$ cat src/hw/rtl/adsr_pkg.sv
// Shared constants and codes for the ADSR envelope generator.
`timescale 1ns / 1ps
`default_nettype none

package adsr_pkg;

   // Parameter defaults
   localparam int DEF_COUNT_BITS = 24;
   localparam int DEF_LEVEL_BITS = 15;

   // Register widths
   localparam int RAMP_W     = 20;   // attack, decay and release lengths
   localparam int SUSTAIN_W  = 15;
   localparam int TOTAL_W    = 24;
   localparam int CSR_DATA_W = 24;
   localparam int CSR_IDX_W  = 3;

   // Register indexes
   localparam logic [CSR_IDX_W-1:0] CSR_ATTACK  = 3'd0;
   localparam logic [CSR_IDX_W-1:0] CSR_DECAY   = 3'd1;
   localparam logic [CSR_IDX_W-1:0] CSR_RELEASE = 3'd2;
   localparam logic [CSR_IDX_W-1:0] CSR_SUSTAIN = 3'd3;
   localparam logic [CSR_IDX_W-1:0] CSR_TOTAL   = 3'd4;

   // Phase codes on the result channel
   localparam int PHASE_W = 3;
   localparam logic [PHASE_W-1:0] PH_ATTACK   = 3'd0;
   localparam logic [PHASE_W-1:0] PH_DECAY    = 3'd1;
   localparam logic [PHASE_W-1:0] PH_SUSTAIN  = 3'd2;
   localparam logic [PHASE_W-1:0] PH_RELEASE  = 3'd3;
   localparam logic [PHASE_W-1:0] PH_FINISHED = 3'd4;
   localparam logic [PHASE_W-1:0] PH_FLAT     = 3'd5;

endpackage

`default_nettype wire

$ cat src/hw/rtl/adsr_if.sv
// Request and response channel interfaces of the ADSR envelope generator.
`timescale 1ns / 1ps
`default_nettype none

interface adsr_req_if;
   logic valid;
   logic ready;
   logic note_start;

   modport source (output valid, output note_start, input ready);
   modport sink   (input valid, input note_start, output ready);
endinterface

interface adsr_rsp_if
   import adsr_pkg::*;
#(
   parameter int LEVEL_BITS = DEF_LEVEL_BITS
);
   logic                  valid;
   logic                  ready;
   logic [LEVEL_BITS-1:0] level;
   logic [PHASE_W-1:0]    phase;

   modport source (output valid, output level, output phase, input ready);
   modport sink   (input valid, input level, input phase, output ready);
endinterface

`default_nettype wire

$ cat src/hw/rtl/adsr_mul_div.sv
// Shared multiply then restoring-divide unit: quotient = (mul_a * mul_b) / divisor.
`timescale 1ns / 1ps
`default_nettype none

module adsr_mul_div
   import adsr_pkg::*;
#(
   parameter int LEVEL_BITS = DEF_LEVEL_BITS
) (
   input  wire logic                  clock,
   input  wire logic                  reset,
   input  wire logic                  start,
   input  wire logic [LEVEL_BITS-1:0] mul_a,
   input  wire logic [RAMP_W-1:0]     mul_b,
   input  wire logic [RAMP_W-1:0]     divisor,
   output      logic                  done,
   output      logic [LEVEL_BITS-1:0] quotient
);

   // mul_b never exceeds divisor, so the quotient fits LEVEL_BITS and
   // the upper product bits already form a partial remainder below divisor.
   localparam int PROD_W = LEVEL_BITS + RAMP_W;
   localparam int STEP_W = $clog2(LEVEL_BITS);

   logic [RAMP_W-1:0]     rem_ff, rem_in;
   logic [LEVEL_BITS-1:0] quo_ff, quo_in;
   logic [STEP_W-1:0]     cnt_ff, cnt_in;
   logic                  run_ff, run_in;
   logic                  done_ff, done_in;

   logic [PROD_W-1:0]     product;
   logic [RAMP_W:0]       trial;
   logic [RAMP_W:0]       diff;
   logic                  fits;

   assign product = PROD_W'(mul_a) * PROD_W'(mul_b);

   // one quotient bit per cycle
   assign trial = {rem_ff, quo_ff[LEVEL_BITS-1]};
   assign diff  = trial - {1'b0, divisor};
   assign fits  = trial >= {1'b0, divisor};

   always_comb begin
      rem_in  = rem_ff;
      quo_in  = quo_ff;
      cnt_in  = cnt_ff;
      run_in  = run_ff;
      done_in = 1'b0;
      if (start) begin
         rem_in = product[PROD_W-1:LEVEL_BITS];
         quo_in = product[LEVEL_BITS-1:0];
         cnt_in = STEP_W'(LEVEL_BITS - 1);
         run_in = 1'b1;
      end else if (run_ff) begin
         rem_in = fits ? diff[RAMP_W-1:0] : trial[RAMP_W-1:0];
         quo_in = {quo_ff[LEVEL_BITS-2:0], fits};
         cnt_in = cnt_ff - 1'b1;
         if (cnt_ff == '0) begin
            run_in  = 1'b0;
            done_in = 1'b1;
         end
      end
   end

   always_ff @(posedge clock) begin
      if (reset) begin
         run_ff  <= 1'b0;
         done_ff <= 1'b0;
      end else begin
         run_ff  <= run_in;
         done_ff <= done_in;
      end
      rem_ff <= rem_in;
      quo_ff <= quo_in;
      cnt_ff <= cnt_in;
   end

   assign done     = done_ff;
   assign quotient = quo_ff;

endmodule

`default_nettype wire

$ cat src/hw/rtl/adsr_envelope_generator_core.sv
// Top level of the linear ADSR envelope generator.
`timescale 1ns / 1ps
`default_nettype none

// One request beat is one sample tick; it returns one response beat with the
// envelope level (unsigned, LEVEL_BITS fraction bits) and the phase code.
// A tick in attack, decay or release registers its operands on acceptance,
// passes the multiplier state, which starts the shared one-bit-per-cycle
// restoring divider, waits in the divide state for the divider's registered
// done flag, and forms the level as the output state loads the response
// register. Sustain, finished and the constant-level case go from acceptance
// straight to the output state, which loads the response register once it
// is free or being emptied. req ready is high only while the sequencer is
// idle, so the next tick is accepted only after the previous one has loaded
// the response register, which a response still waiting there delays. A
// finished response waits in its own register, so the next tick may be
// accepted before the previous response is taken.
// Configuration writes are taken at any time but must only be issued while
// the block is idle.
module adsr_envelope_generator_core
   import adsr_pkg::*;
#(
   parameter int COUNT_BITS = DEF_COUNT_BITS,
   parameter int LEVEL_BITS = DEF_LEVEL_BITS
) (
   input  wire logic                  clock,
   input  wire logic                  reset,
   adsr_req_if.sink                   req_bus,
   adsr_rsp_if.source                 rsp_bus,
   input  wire logic                  csr_we,
   input  wire logic [CSR_IDX_W-1:0]  csr_index,
   input  wire logic [CSR_DATA_W-1:0] csr_wdata
);

   localparam int CMP_W = (COUNT_BITS > TOTAL_W) ? COUNT_BITS : TOTAL_W;
   localparam logic [LEVEL_BITS-1:0] PEAK =
      LEVEL_BITS'((64'd9 << LEVEL_BITS) / 64'd10);
   localparam logic [LEVEL_BITS-1:0] FLAT =
      LEVEL_BITS'((64'd8 << LEVEL_BITS) / 64'd10);
   localparam logic [COUNT_BITS-1:0] COUNT_MAX = '1;

   typedef enum logic [3:0] {
      ST_IDLE = 4'b0001,
      ST_MUL  = 4'b0010,
      ST_DIV  = 4'b0100,
      ST_OUT  = 4'b1000
   } state_type;

   // how the quotient turns into the level
   typedef enum logic [1:0] {
      OP_DIRECT = 2'd0,
      OP_QUO    = 2'd1,
      OP_SUB    = 2'd2,
      OP_ADD    = 2'd3
   } op_type;

   // configuration registers
   logic [RAMP_W-1:0]    attack_ff, decay_ff, release_ff;
   logic [SUSTAIN_W-1:0] sustain_ff;
   logic [TOTAL_W-1:0]   total_ff;

   always_ff @(posedge clock) begin
      if (reset) begin
         attack_ff  <= '0;
         decay_ff   <= '0;
         release_ff <= '0;
         sustain_ff <= '0;
         total_ff   <= '0;
      end else if (csr_we) begin
         unique case (csr_index)
            CSR_ATTACK:  attack_ff  <= csr_wdata[RAMP_W-1:0];
            CSR_DECAY:   decay_ff   <= csr_wdata[RAMP_W-1:0];
            CSR_RELEASE: release_ff <= csr_wdata[RAMP_W-1:0];
            CSR_SUSTAIN: sustain_ff <= csr_wdata[SUSTAIN_W-1:0];
            CSR_TOTAL:   total_ff   <= csr_wdata[TOTAL_W-1:0];
            default: ;
         endcase
      end
   end

   state_type             state_ff, state_in;
   op_type                op_ff, op_in;
   logic [COUNT_BITS-1:0] pos_ff, pos_in;
   logic [PHASE_W-1:0]    phase_ff, phase_in;
   logic [LEVEL_BITS-1:0] mul_a_ff, mul_a_in;
   logic [RAMP_W-1:0]     mul_b_ff, mul_b_in;
   logic [RAMP_W-1:0]     div_ff, div_in;
   logic [LEVEL_BITS-1:0] direct_ff, direct_in;
   logic                  rsp_valid_ff, rsp_valid_in;
   logic [LEVEL_BITS-1:0] rsp_level_ff, rsp_level_in;
   logic [PHASE_W-1:0]    rsp_phase_ff, rsp_phase_in;

   logic                  req_fire;
   logic                  div_start;
   logic                  div_done;
   logic [LEVEL_BITS-1:0] div_quo;
   logic                  out_load;

   // tick position and phase decode
   logic [COUNT_BITS-1:0] p;
   logic [CMP_W-1:0]      p_x, t_x, a_x, ad_sum, adr_sum, rel_start;
   logic [CMP_W-1:0]      k_x, left_x;
   logic [LEVEL_BITS-1:0] s_lvl;
   logic                  s_above;

   assign req_fire  = req_bus.valid && req_bus.ready;
   assign p         = req_bus.note_start ? '0 : pos_ff;
   assign p_x       = CMP_W'(p);
   assign t_x       = CMP_W'(total_ff);
   assign a_x       = CMP_W'(attack_ff);
   assign ad_sum    = a_x + CMP_W'(decay_ff);
   assign adr_sum   = ad_sum + CMP_W'(release_ff);
   assign rel_start = t_x - CMP_W'(release_ff);
   assign k_x       = p_x - a_x;
   assign left_x    = t_x - p_x;
   assign s_lvl     = LEVEL_BITS'(sustain_ff);
   assign s_above   = s_lvl > PEAK;

   always_comb begin
      op_in     = op_ff;
      phase_in  = phase_ff;
      mul_a_in  = mul_a_ff;
      mul_b_in  = mul_b_ff;
      div_in    = div_ff;
      direct_in = direct_ff;
      if (adr_sum >= t_x) begin
         op_in     = OP_DIRECT;
         phase_in  = PH_FLAT;
         direct_in = FLAT;
      end else if (p_x >= t_x) begin
         op_in     = OP_DIRECT;
         phase_in  = PH_FINISHED;
         direct_in = '0;
      end else if (p_x < a_x) begin
         op_in    = OP_QUO;
         phase_in = PH_ATTACK;
         mul_a_in = PEAK;
         mul_b_in = p_x[RAMP_W-1:0];
         div_in   = attack_ff;
      end else if (p_x < ad_sum) begin
         op_in    = s_above ? OP_ADD : OP_SUB;
         phase_in = PH_DECAY;
         mul_a_in = s_above ? (s_lvl - PEAK) : (PEAK - s_lvl);
         mul_b_in = k_x[RAMP_W-1:0];
         div_in   = decay_ff;
      end else if (p_x >= rel_start) begin
         op_in    = OP_QUO;
         phase_in = PH_RELEASE;
         mul_a_in = s_lvl;
         mul_b_in = left_x[RAMP_W-1:0];
         div_in   = release_ff;
      end else begin
         op_in     = OP_DIRECT;
         phase_in  = PH_SUSTAIN;
         direct_in = s_lvl;
      end
   end

   // position advances on every tick and saturates
   assign pos_in = (p == COUNT_MAX) ? p : p + 1'b1;

   // response register is free or being emptied
   assign out_load = (state_ff == ST_OUT) && (!rsp_valid_ff || rsp_bus.ready);

   // sequencer
   always_comb begin
      state_in  = state_ff;
      div_start = 1'b0;
      unique case (state_ff)
         ST_IDLE: begin
            if (req_fire) begin
               state_in = (op_in == OP_DIRECT) ? ST_OUT : ST_MUL;
            end
         end
         ST_MUL: begin
            div_start = 1'b1;
            state_in  = ST_DIV;
         end
         ST_DIV: begin
            if (div_done) begin
               state_in = ST_OUT;
            end
         end
         ST_OUT: begin
            if (out_load) begin
               state_in = ST_IDLE;
            end
         end
         default: state_in = ST_IDLE;
      endcase
   end

   // level from the quotient
   always_comb begin
      case (op_ff)
         OP_QUO:  rsp_level_in = div_quo;
         OP_SUB:  rsp_level_in = PEAK - div_quo;
         OP_ADD:  rsp_level_in = PEAK + div_quo;
         default: rsp_level_in = direct_ff;
      endcase
      rsp_phase_in = phase_ff;
      if (out_load) begin
         rsp_valid_in = 1'b1;
      end else if (rsp_bus.ready) begin
         rsp_valid_in = 1'b0;
      end else begin
         rsp_valid_in = rsp_valid_ff;
      end
   end

   always_ff @(posedge clock) begin
      if (reset) begin
         state_ff     <= ST_IDLE;
         pos_ff       <= '0;
         rsp_valid_ff <= 1'b0;
      end else begin
         state_ff     <= state_in;
         rsp_valid_ff <= rsp_valid_in;
         if (req_fire) begin
            pos_ff <= pos_in;
         end
      end
      if (req_fire) begin
         op_ff     <= op_in;
         phase_ff  <= phase_in;
         mul_a_ff  <= mul_a_in;
         mul_b_ff  <= mul_b_in;
         div_ff    <= div_in;
         direct_ff <= direct_in;
      end
      if (out_load) begin
         rsp_level_ff <= rsp_level_in;
         rsp_phase_ff <= rsp_phase_in;
      end
   end

   adsr_mul_div #(
      .LEVEL_BITS (LEVEL_BITS)
   ) u_mul_div (
      .clock    (clock),
      .reset    (reset),
      .start    (div_start),
      .mul_a    (mul_a_ff),
      .mul_b    (mul_b_ff),
      .divisor  (div_ff),
      .done     (div_done),
      .quotient (div_quo)
   );

   assign req_bus.ready = (state_ff == ST_IDLE);
   assign rsp_bus.valid = rsp_valid_ff;
   assign rsp_bus.level = rsp_level_ff;
   assign rsp_bus.phase = rsp_phase_ff;

`ifndef SYNTH
   // a tick in flight blocks the next one
   a_busy_after_accept: assert property (@(posedge clock) disable iff (reset)
      req_fire |=> !req_bus.ready)
      else $error("request accepted while a tick is in flight");

   // divider finishes only while the sequencer waits on it
   a_done_in_div: assert property (@(posedge clock) disable iff (reset)
      div_done |-> state_ff == ST_DIV)
      else $error("divider done outside the divide state");

   // a note start leaves the position at one
   a_note_restart: assert property (@(posedge clock) disable iff (reset)
      req_fire && req_bus.note_start |=> pos_ff == COUNT_BITS'(1))
      else $error("position not restarted by note start");

   // a loaded response carries a defined phase code
   a_phase_code: assert property (@(posedge clock) disable iff (reset)
      rsp_valid_ff |-> rsp_phase_ff <= PH_FLAT)
      else $error("response phase code out of range");
`endif

endmodule

`default_nettype wire

$ cat src/flat_wrapper.sv
// flat-port wrapper written by rule: the top's interface ports become plain ports
module adsr_envelope_generator_core_flat import adsr_pkg::*;
#(
   parameter int COUNT_BITS = DEF_COUNT_BITS,
   parameter int LEVEL_BITS = DEF_LEVEL_BITS
)
  (clock, reset, csr_we, csr_index, csr_wdata, req_bus_valid, req_bus_note_start, req_bus_ready, rsp_bus_valid, rsp_bus_level, rsp_bus_phase, rsp_bus_ready);
  adsr_req_if req_bus_i ();
  adsr_rsp_if #(.LEVEL_BITS(LEVEL_BITS)) rsp_bus_i ();
  input  wire logic clock;
  input  wire logic reset;
  input  wire logic csr_we;
  input  wire logic [CSR_IDX_W-1:0] csr_index;
  input  wire logic [CSR_DATA_W-1:0] csr_wdata;
  input wire logic [$bits(req_bus_i.valid)-1:0] req_bus_valid;
  input wire logic [$bits(req_bus_i.note_start)-1:0] req_bus_note_start;
  output wire logic [$bits(req_bus_i.ready)-1:0] req_bus_ready;
  output wire logic [$bits(rsp_bus_i.valid)-1:0] rsp_bus_valid;
  output wire logic [$bits(rsp_bus_i.level)-1:0] rsp_bus_level;
  output wire logic [$bits(rsp_bus_i.phase)-1:0] rsp_bus_phase;
  input wire logic [$bits(rsp_bus_i.ready)-1:0] rsp_bus_ready;
  assign req_bus_i.valid = req_bus_valid;
  assign req_bus_i.note_start = req_bus_note_start;
  assign req_bus_ready = req_bus_i.ready;
  assign rsp_bus_valid = rsp_bus_i.valid;
  assign rsp_bus_level = rsp_bus_i.level;
  assign rsp_bus_phase = rsp_bus_i.phase;
  assign rsp_bus_i.ready = rsp_bus_ready;
  adsr_envelope_generator_core #(.COUNT_BITS(COUNT_BITS), .LEVEL_BITS(LEVEL_BITS)) u_core (.clock(clock), .reset(reset), .req_bus(req_bus_i), .rsp_bus(rsp_bus_i), .csr_we(csr_we), .csr_index(csr_index), .csr_wdata(csr_wdata));
endmodule
$ cat config.mk
export PLATFORM = sky130hd
export DESIGN_NAME = adsr_envelope_generator_core_flat
export DESIGN_NICKNAME = d
export VERILOG_FILES = /design/src/hw/rtl/adsr_pkg.sv /design/src/hw/rtl/adsr_if.sv /design/src/hw/rtl/adsr_mul_div.sv /design/src/hw/rtl/adsr_envelope_generator_core.sv /design/src/flat_wrapper.sv
export SDC_FILE = /design/constraint.sdc
export NUM_CORES = 2
export LEC_CHECK = 0
export ABC_AREA = 1
export ABC_CLOCK_PERIOD_IN_PS = 21800
export BUFFER_PORTS_ARGS = -buffer_cell sky130_fd_sc_hd__buf_2
export CORE_MARGIN = 10
export CORE_UTILIZATION = 60
export DETAILED_ROUTE_END_ITERATION = 16
export PLACE_DENSITY_LB_ADDON = 0.3
export SYNTH_ARGS = -nofsm -noshare
export SYNTH_HDL_FRONTEND = slang
export SYNTH_SLANG_ARGS = --single-unit
$ cat constraint.sdc
create_clock -name clock -period 21.8 [get_ports clock]
set_input_delay 2.18 -clock clock [delete_from_list [all_inputs] [get_ports clock]]
set_output_delay 2.18 -clock clock [all_outputs]
set_load 0.03 [all_outputs]
---- After elaboration in Yosys (flattened, before gate mapping) ----
Index checks and enable logic that the tools add are counted.
storage, ports and cells
  flip-flop bits (word level) ............. 262
  output and inout bits ................... 20
cells by class
  $add $sub $neg .......................... 12
  $mul .................................... 1
  magnitude comparators ................... 7
  eq/ne operators ......................... 18
  mux-type cells .......................... 43
  bitwise logic cells ..................... 3
  reduce and logical (&&, ||, !) cells .... 21
operators with widths
  kind                                                                     count
  20-bit 2-to-1 mux                                                        9
  15-bit 2-to-1 mux                                                        9
  24-bit greater-or-equal comparator                                       3
  20-bit subtractor                                                        3
  24-bit 2-to-1 mux                                                        2
  15-bit case mux with 3 select lines                                      1
  15-bit by 20-bit multiplier with 35-bit output                           1
  15-bit subtractor, first input constant                                  2
  24-bit by 1-bit adder with 24-bit output, second input constant          1
  24-bit by 20-bit adder with 24-bit output                                1
  24-bit equality test, second input constant                              1
  24-bit by 20-bit < comparator with 1-bit output                          1
  24-bit by 21-bit < comparator with 1-bit output                          1
  24-bit by 20-bit subtractor with 24-bit output                           1
  20-bit by 20-bit adder with 21-bit output                                1
  21-bit by 20-bit greater-or-equal comparator with 1-bit output           1
  4-bit 2-to-1 mux                                                         4
  4-bit case mux with 4 select lines                                       1
  15-bit adder, first input constant                                       1
  15-bit greater-than comparator, second input constant                    1
  15-bit subtractor, second input constant                                 1
  1-bit 2-to-1 mux                                                         11
  2-bit AND reduction                                                      5
  3-bit by 1-bit inequality test with 1-bit output, second input constant  3
  28 further kinds                                                         40

---- Longest topological paths before layout ----
  depth in word-level cells ............... 11
  mapped depth ............................ 31
  mapped depth without buffers ............ 31

---- Hierarchy ----
From an unflattened synthesis, not the netlist that was laid out.
unflattened totals
  cells, all modules ...................... 4,575
  area, all modules ....................... 32,321.0 um^2
modules (own cells, without submodules)
  module                        instances  cells each  area each (um^2)  sequential area each (um^2)
  adsr_envelope_generator_core  1          2,556       18,322.6          5,355.1
  adsr_mul_div                  1          2,019       13,998.4          1,171.1

---- Worst setup path before layout ----
Ideal clock, no wire load.
  path type ............................... reg2reg
  start point ............................. reg u_core.attack_ff[0]
  end point ............................... reg u_core.div_ff[0] (enable)
  library setup time ...................... 0.468 ns
  arrival time ............................ 6.567 ns
  setup slack ............................. 14.765 ns
  stages on the path, launching flop included .. 30
  clock period less this slack ............ 7.035 ns
  cell sequence ........................... dfxtp_1 -> ha_1 -> inv_1 -> fa_1 -> nand3b_1 -> nand2_1 -> a21boi_0 -> o21ai_0 -> a21oi_1 -> xnor2_1 -> ha_1 -> nand2_1 -> nor2_1 -> inv_1 -> nor3_1 -> nand4_1 -> nand3_1 -> nand3_1 -> nand2_1 -> nand2_1 -> a21oi_1 -> ha_1 -> nand2_1 -> inv_1 -> o21ai_0 -> a21boi_0 -> nand4_1 -> nor2_1 -> nand2_1 -> nor2_1
on the way
  word-level cells in the longest chain between the ends .. 5
  elaborated cells on any way between the ends .. 8
  classes of those cells .................. add/sub (2); order compare (3); bitwise (1); reduce/logical (2)
ends and longest elaborated chain
  element                                    RTL line                             RTL
  start, declared                            adsr_envelope_generator_core.sv:58   logic [RAMP_W-1:0] attack_ff, decay_ff, release_ff;
  start signal, assigned                     adsr_envelope_generator_core.sv:71   CSR_ATTACK: attack_ff <= csr_wdata[RAMP_W-1:0];
  20-bit by 20-bit adder with 21-bit output  adsr_envelope_generator_core.sv:111  assign ad_sum = a_x + CMP_W'(decay_ff);
  24-bit by 20-bit adder with 24-bit output  adsr_envelope_generator_core.sv:112  assign adr_sum = ad_sum + CMP_W'(release_ff);
  24-bit greater-or-equal comparator         adsr_envelope_generator_core.sv:126  if (adr_sum >= t_x) begin
  1-bit NOT (no line)                        n/a
  4-bit AND reduction (no line) *            n/a
  end signal, assigned                       adsr_envelope_generator_core.sv:228  div_ff <= div_in;
  end, declared                              adsr_envelope_generator_core.sv:87   logic [RAMP_W-1:0] div_ff, div_in;
Every way passes the cells marked *; elsewhere a longest branch is shown, timed or not.
A chain may end at the register's enable or synchronous reset.

---- Final worst setup path ----
  start point ............................. reg u_core.mul_a_ff[5]
  end point ............................... reg u_core.u_mul_div.rem_ff[17] (data pin)
on the way
  word-level cells in the longest chain between the ends .. 2
ends and longest elaborated chain
  element                                         RTL line                             RTL
  start, declared                                 adsr_envelope_generator_core.sv:85   logic [LEVEL_BITS-1:0] mul_a_ff, mul_a_in;
  start signal, assigned                          adsr_envelope_generator_core.sv:226  mul_a_ff <= mul_a_in;
  15-bit by 20-bit multiplier with 35-bit output  adsr_mul_div.sv:36                   assign product = PROD_W'(mul_a) * PROD_W'(mul_b);
  20-bit 2-to-1 mux                               adsr_mul_div.sv:49                   if (start) begin
  named net u_core.u_mul_div.rem_in[17]           adsr_mul_div.sv:25                   logic [RAMP_W-1:0] rem_ff, rem_in;
  end signal, assigned                            adsr_mul_div.sv:73                   rem_ff <= rem_in;
  end, declared                                   adsr_mul_div.sv:25
The timed path passes the listed nets, and every way through them passes these cells.

==> flow_metrics.py <==
metrics = {
    "clock_network": {
        "htree_levels": 1,
        "cts_tree": "done",
        "cts_root_buffer": "clkbuf_16",
        "post_cts_resized": 0,
        "ctsHoldBuffers": 0,
        "cts_inserted_buffers": 31,
        "clk_path_buf_depth": 3,
        "numClockSinks": 262,
        "post_cts_buffers": 0,
        "clk-insertion-delay-late_ns": 0.62,
        "clk_pin_slew_worst_paths_ns": 0.06,
    },
    "worst_setup_path": {
        "critPathArrivalTime_ns": 6.93,
        "cp-start-kind": "flop",
        "cpMaxStageDelayCell": "edfxtp_1",
        "crit_path_max_incr_delay_ns": 1.06,
        "required_ns": 22.16,
        "critPathKind": "reg -> reg",
        "end_kind": "flop",
        "crit_fanout": 20,
        "cp_cell_sequence": "nand2_1 -> fa_1 -> inv_1 -> fa_1 -> fa_1 -> inv_1 -> fa_1 -> fa_1 -> inv_1 -> fa_1 -> ha_1 -> nand2_1 -> nor2_1 -> nand2_1 -> o21ai_0 -> nand3_1 -> nand2_1 -> nand2_1 -> nand3_1 -> nand2_1",
        "critPathTopFamily": "adder cells",
        "critPathBufInv": 3,
    },
    "drt": {
        "vias_per_cell": 5.90,
        "wl_mm": 101,
        "vias": 29200,
        "drtIter0Drc": 2998,
        "wl_per_cell_um": 20.4,
        "ant_nets": 0,
        "drtPass1Iterations": 6,
        "drc": 0,
    },
    "global_routing": {
        "grt_max_degree": 102,
        "grtUsageTotal": 0.328,
        "grt_pass1_wl_mm": 157,
        "grt_pass1_vias": 28200,
        "grt_overflow": 0,
        "antenna_found_initial": 2,
    },
    "cells_and_area": {
        "layout-drive-gt1-share": 0.0403,
        "final_common_cell": "nand2_1",
        "area_delta_synth_final_pct": 5.98,
        "layout_common_cells": "nand2_1 (993), inv_1 (721), a21oi_1 (351)",
        "fin_area_um2": 32900,
        "final_nets": 4835,
        "fillers": 4687,
    },
    "yosys": {
        "async_reset_ff_frac": 0,
        "synth-simple-area-share": 0.216,
        "postSynthCellCount": 4265,
        "synth_area_um2": 31000,
        "avgSynthCellArea_um2": 7.27,
        "synth_mux_area_frac": 0,
        "synth_top_family_by_area": "adder cells",
        "netlist-cell-type-count": 55,
        "synth_xor_area_frac": 0.0415,
        "syn_nets": 4852,
        "yosysWarnings": 0,
        "ys_ff_latch": 262,
        "synth_edf_count": 128,
        "synth_ff_type": "dfxtp_1",
        "synthAdderAreaFrac": 0.281,
        "synth-compound-area-share": 0.145,
        "seq_area_frac_synth": 0.210,
    },
    "timing": {
        "hold_viol": 0,
        "fin_crit_ns": 6.57,
        "rsz0062_at_grt": "false",
        "tightest_slew_ns": 1.16,
        "max_slew_margin": 0.223,
        "fmax_ghz": 0.152,
        "finalMaxSlewViolations": 0,
        "fin_skew_ns": 0.0232,
        "fin_crit_sh": 0.301,
        "finalSetupViolations": 0,
        "setup_tns_ns": 0,
    },
    "floorplanning": {
        "die_height_um": 247,
        "die_area_um2": 61200,
        "coreArea_um2": 51200,
        "fp-row-count": 83,
        "die_width_um": 247,
        "pin_count": 53,
        "start_util": 0.606,
    },
    "min_path": {
        "hp-class": "reg -> reg",
    },
    "placement": {
        "port-buffer-count": 52,
        "dp_hpwl_mm": 80.9,
        "dpl_cell_area_um2": 31800,
        "place_congestion": 1.04,
    },
    "flow_run": {
        "maxCapViolCount": 0,
    },
    "outcome": {
        "status": "complete, no violations",
    },
}
[routing by layer]
layer  global-route usage  share of wire  vias to the layer above
li1                     -              -                    13800
met1                0.399           0.38                    13700
met2                0.547           0.47                     1452
met3               0.0442          0.082                      329
met4                0.204          0.072                        2
met5                    0        0.00017                        -
[synth_stat cells (16+ instances only)]
library cell  instances  area (µm²)
nand2_1             993        3730
inv_1               722        2710
a21oi_1             351        1760
o21ai_0             321        1610
nor2_1              319        1200
ha_1                316        3950
fa_1                238        4760
nand3_1             152         761
dfxtp_1             134        2680
edfxtp_1            128        3840
clkbuf_1             99         372
xor2_1               93         815
nand4_1              57         357
xnor2_1              54         473
nor3_1               43         215
a21o_1               23         173
a31oi_1              22         138
o221ai_1             22         193
o211ai_1             21         158
buf_2                16        80.1
[worst reg2reg max path: stages (launching register included)]
cell and delay, ns:
edfxtp_1 1.06, nand2_1 0.20, fa_1 0.58, inv_1 0.05, fa_1 0.50, fa_1 0.52
inv_1 0.05, fa_1 0.47, fa_1 0.56, inv_1 0.06, fa_1 0.48, ha_1 0.36
nand2_1 0.12, nor2_1 0.23, nand2_1 0.07, o21ai_0 0.53, nand3_1 0.19, nand2_1 0.12
nand2_1 0.05, nand3_1 0.06, nand2_1 0.05
[cells by family after synthesis]
family,after synthesis
AOI/OAI and AO/OA,824
xor gates and xnor gates,147
adders and majority gates,554
buffers and inverters,856
DFF,262
and+or+nand+nor,1622
[final timing paths]
check / start / end / slack (ns) / cells after the start
setup / recovery: u_core.mul_a_ff[5] / u_core.u_mul_div.rem_ff[17] / 15.23 / 20
hold reg to reg: u_core.phase_ff[0] / u_core.rsp_bus.phase[0] / 0.42 / 0
hold / removal: u_core.phase_ff[0] / u_core.rsp_bus.phase[0] / 0.42 / 0
setup reg to reg: u_core.mul_a_ff[5] / u_core.u_mul_div.rem_ff[17] / 15.23 / 20
[layout make-up]
type / count / area [µm²] / area share
clock inverter: 20 / 224 / 0.00681
inverter: 731 / 2740 / 0.0835
clock buffer: 38 / 855 / 0.0260
multi-input combinational: 3147 / 21200 / 0.646
sequential: 262 / 6530 / 0.199
antenna: 1 / 2.50 / 0.0000761
tap: 680 / 851 / 0.0259
timing repair buffer: 75 / 433 / 0.0132
[per-stage QoR]
stage               worst slack, ns  cells  hold WS, ns  utilization
floorplan                     14.76   4265        0.400            -
global placement              15.22   4895        0.403        0.621
detailed placement            15.21   4895        0.405        0.621
CTS                           15.42   4953        0.417        0.642
global route                  14.88   4953        0.428        0.642
finish                        15.23   4954        0.417        0.642
[sequential cells by signal, indices dropped and copies added (netlist names), 4 cells and up]
register	cells
u_core.t_x	24
u_core.u_mul_div.rem_ff	20
u_core.release_ff	20
u_core.u_mul_div.quotient	15
u_core.u_mul_div.cnt_ff	4
u_core.pos_ff	24
u_core.rsp_bus.level	15
u_core.s_lvl	15
u_core.mul_a_ff	15
u_core.mul_b_ff	20
u_core.direct_ff	15
u_core.div_ff	20
u_core.attack_ff	20
u_core.state_ff	4
u_core.decay_ff	20
Power is left out: the tool's default activity adds up to more than one toggle a clock period on the data nets, which glitch-free logic cannot reach.
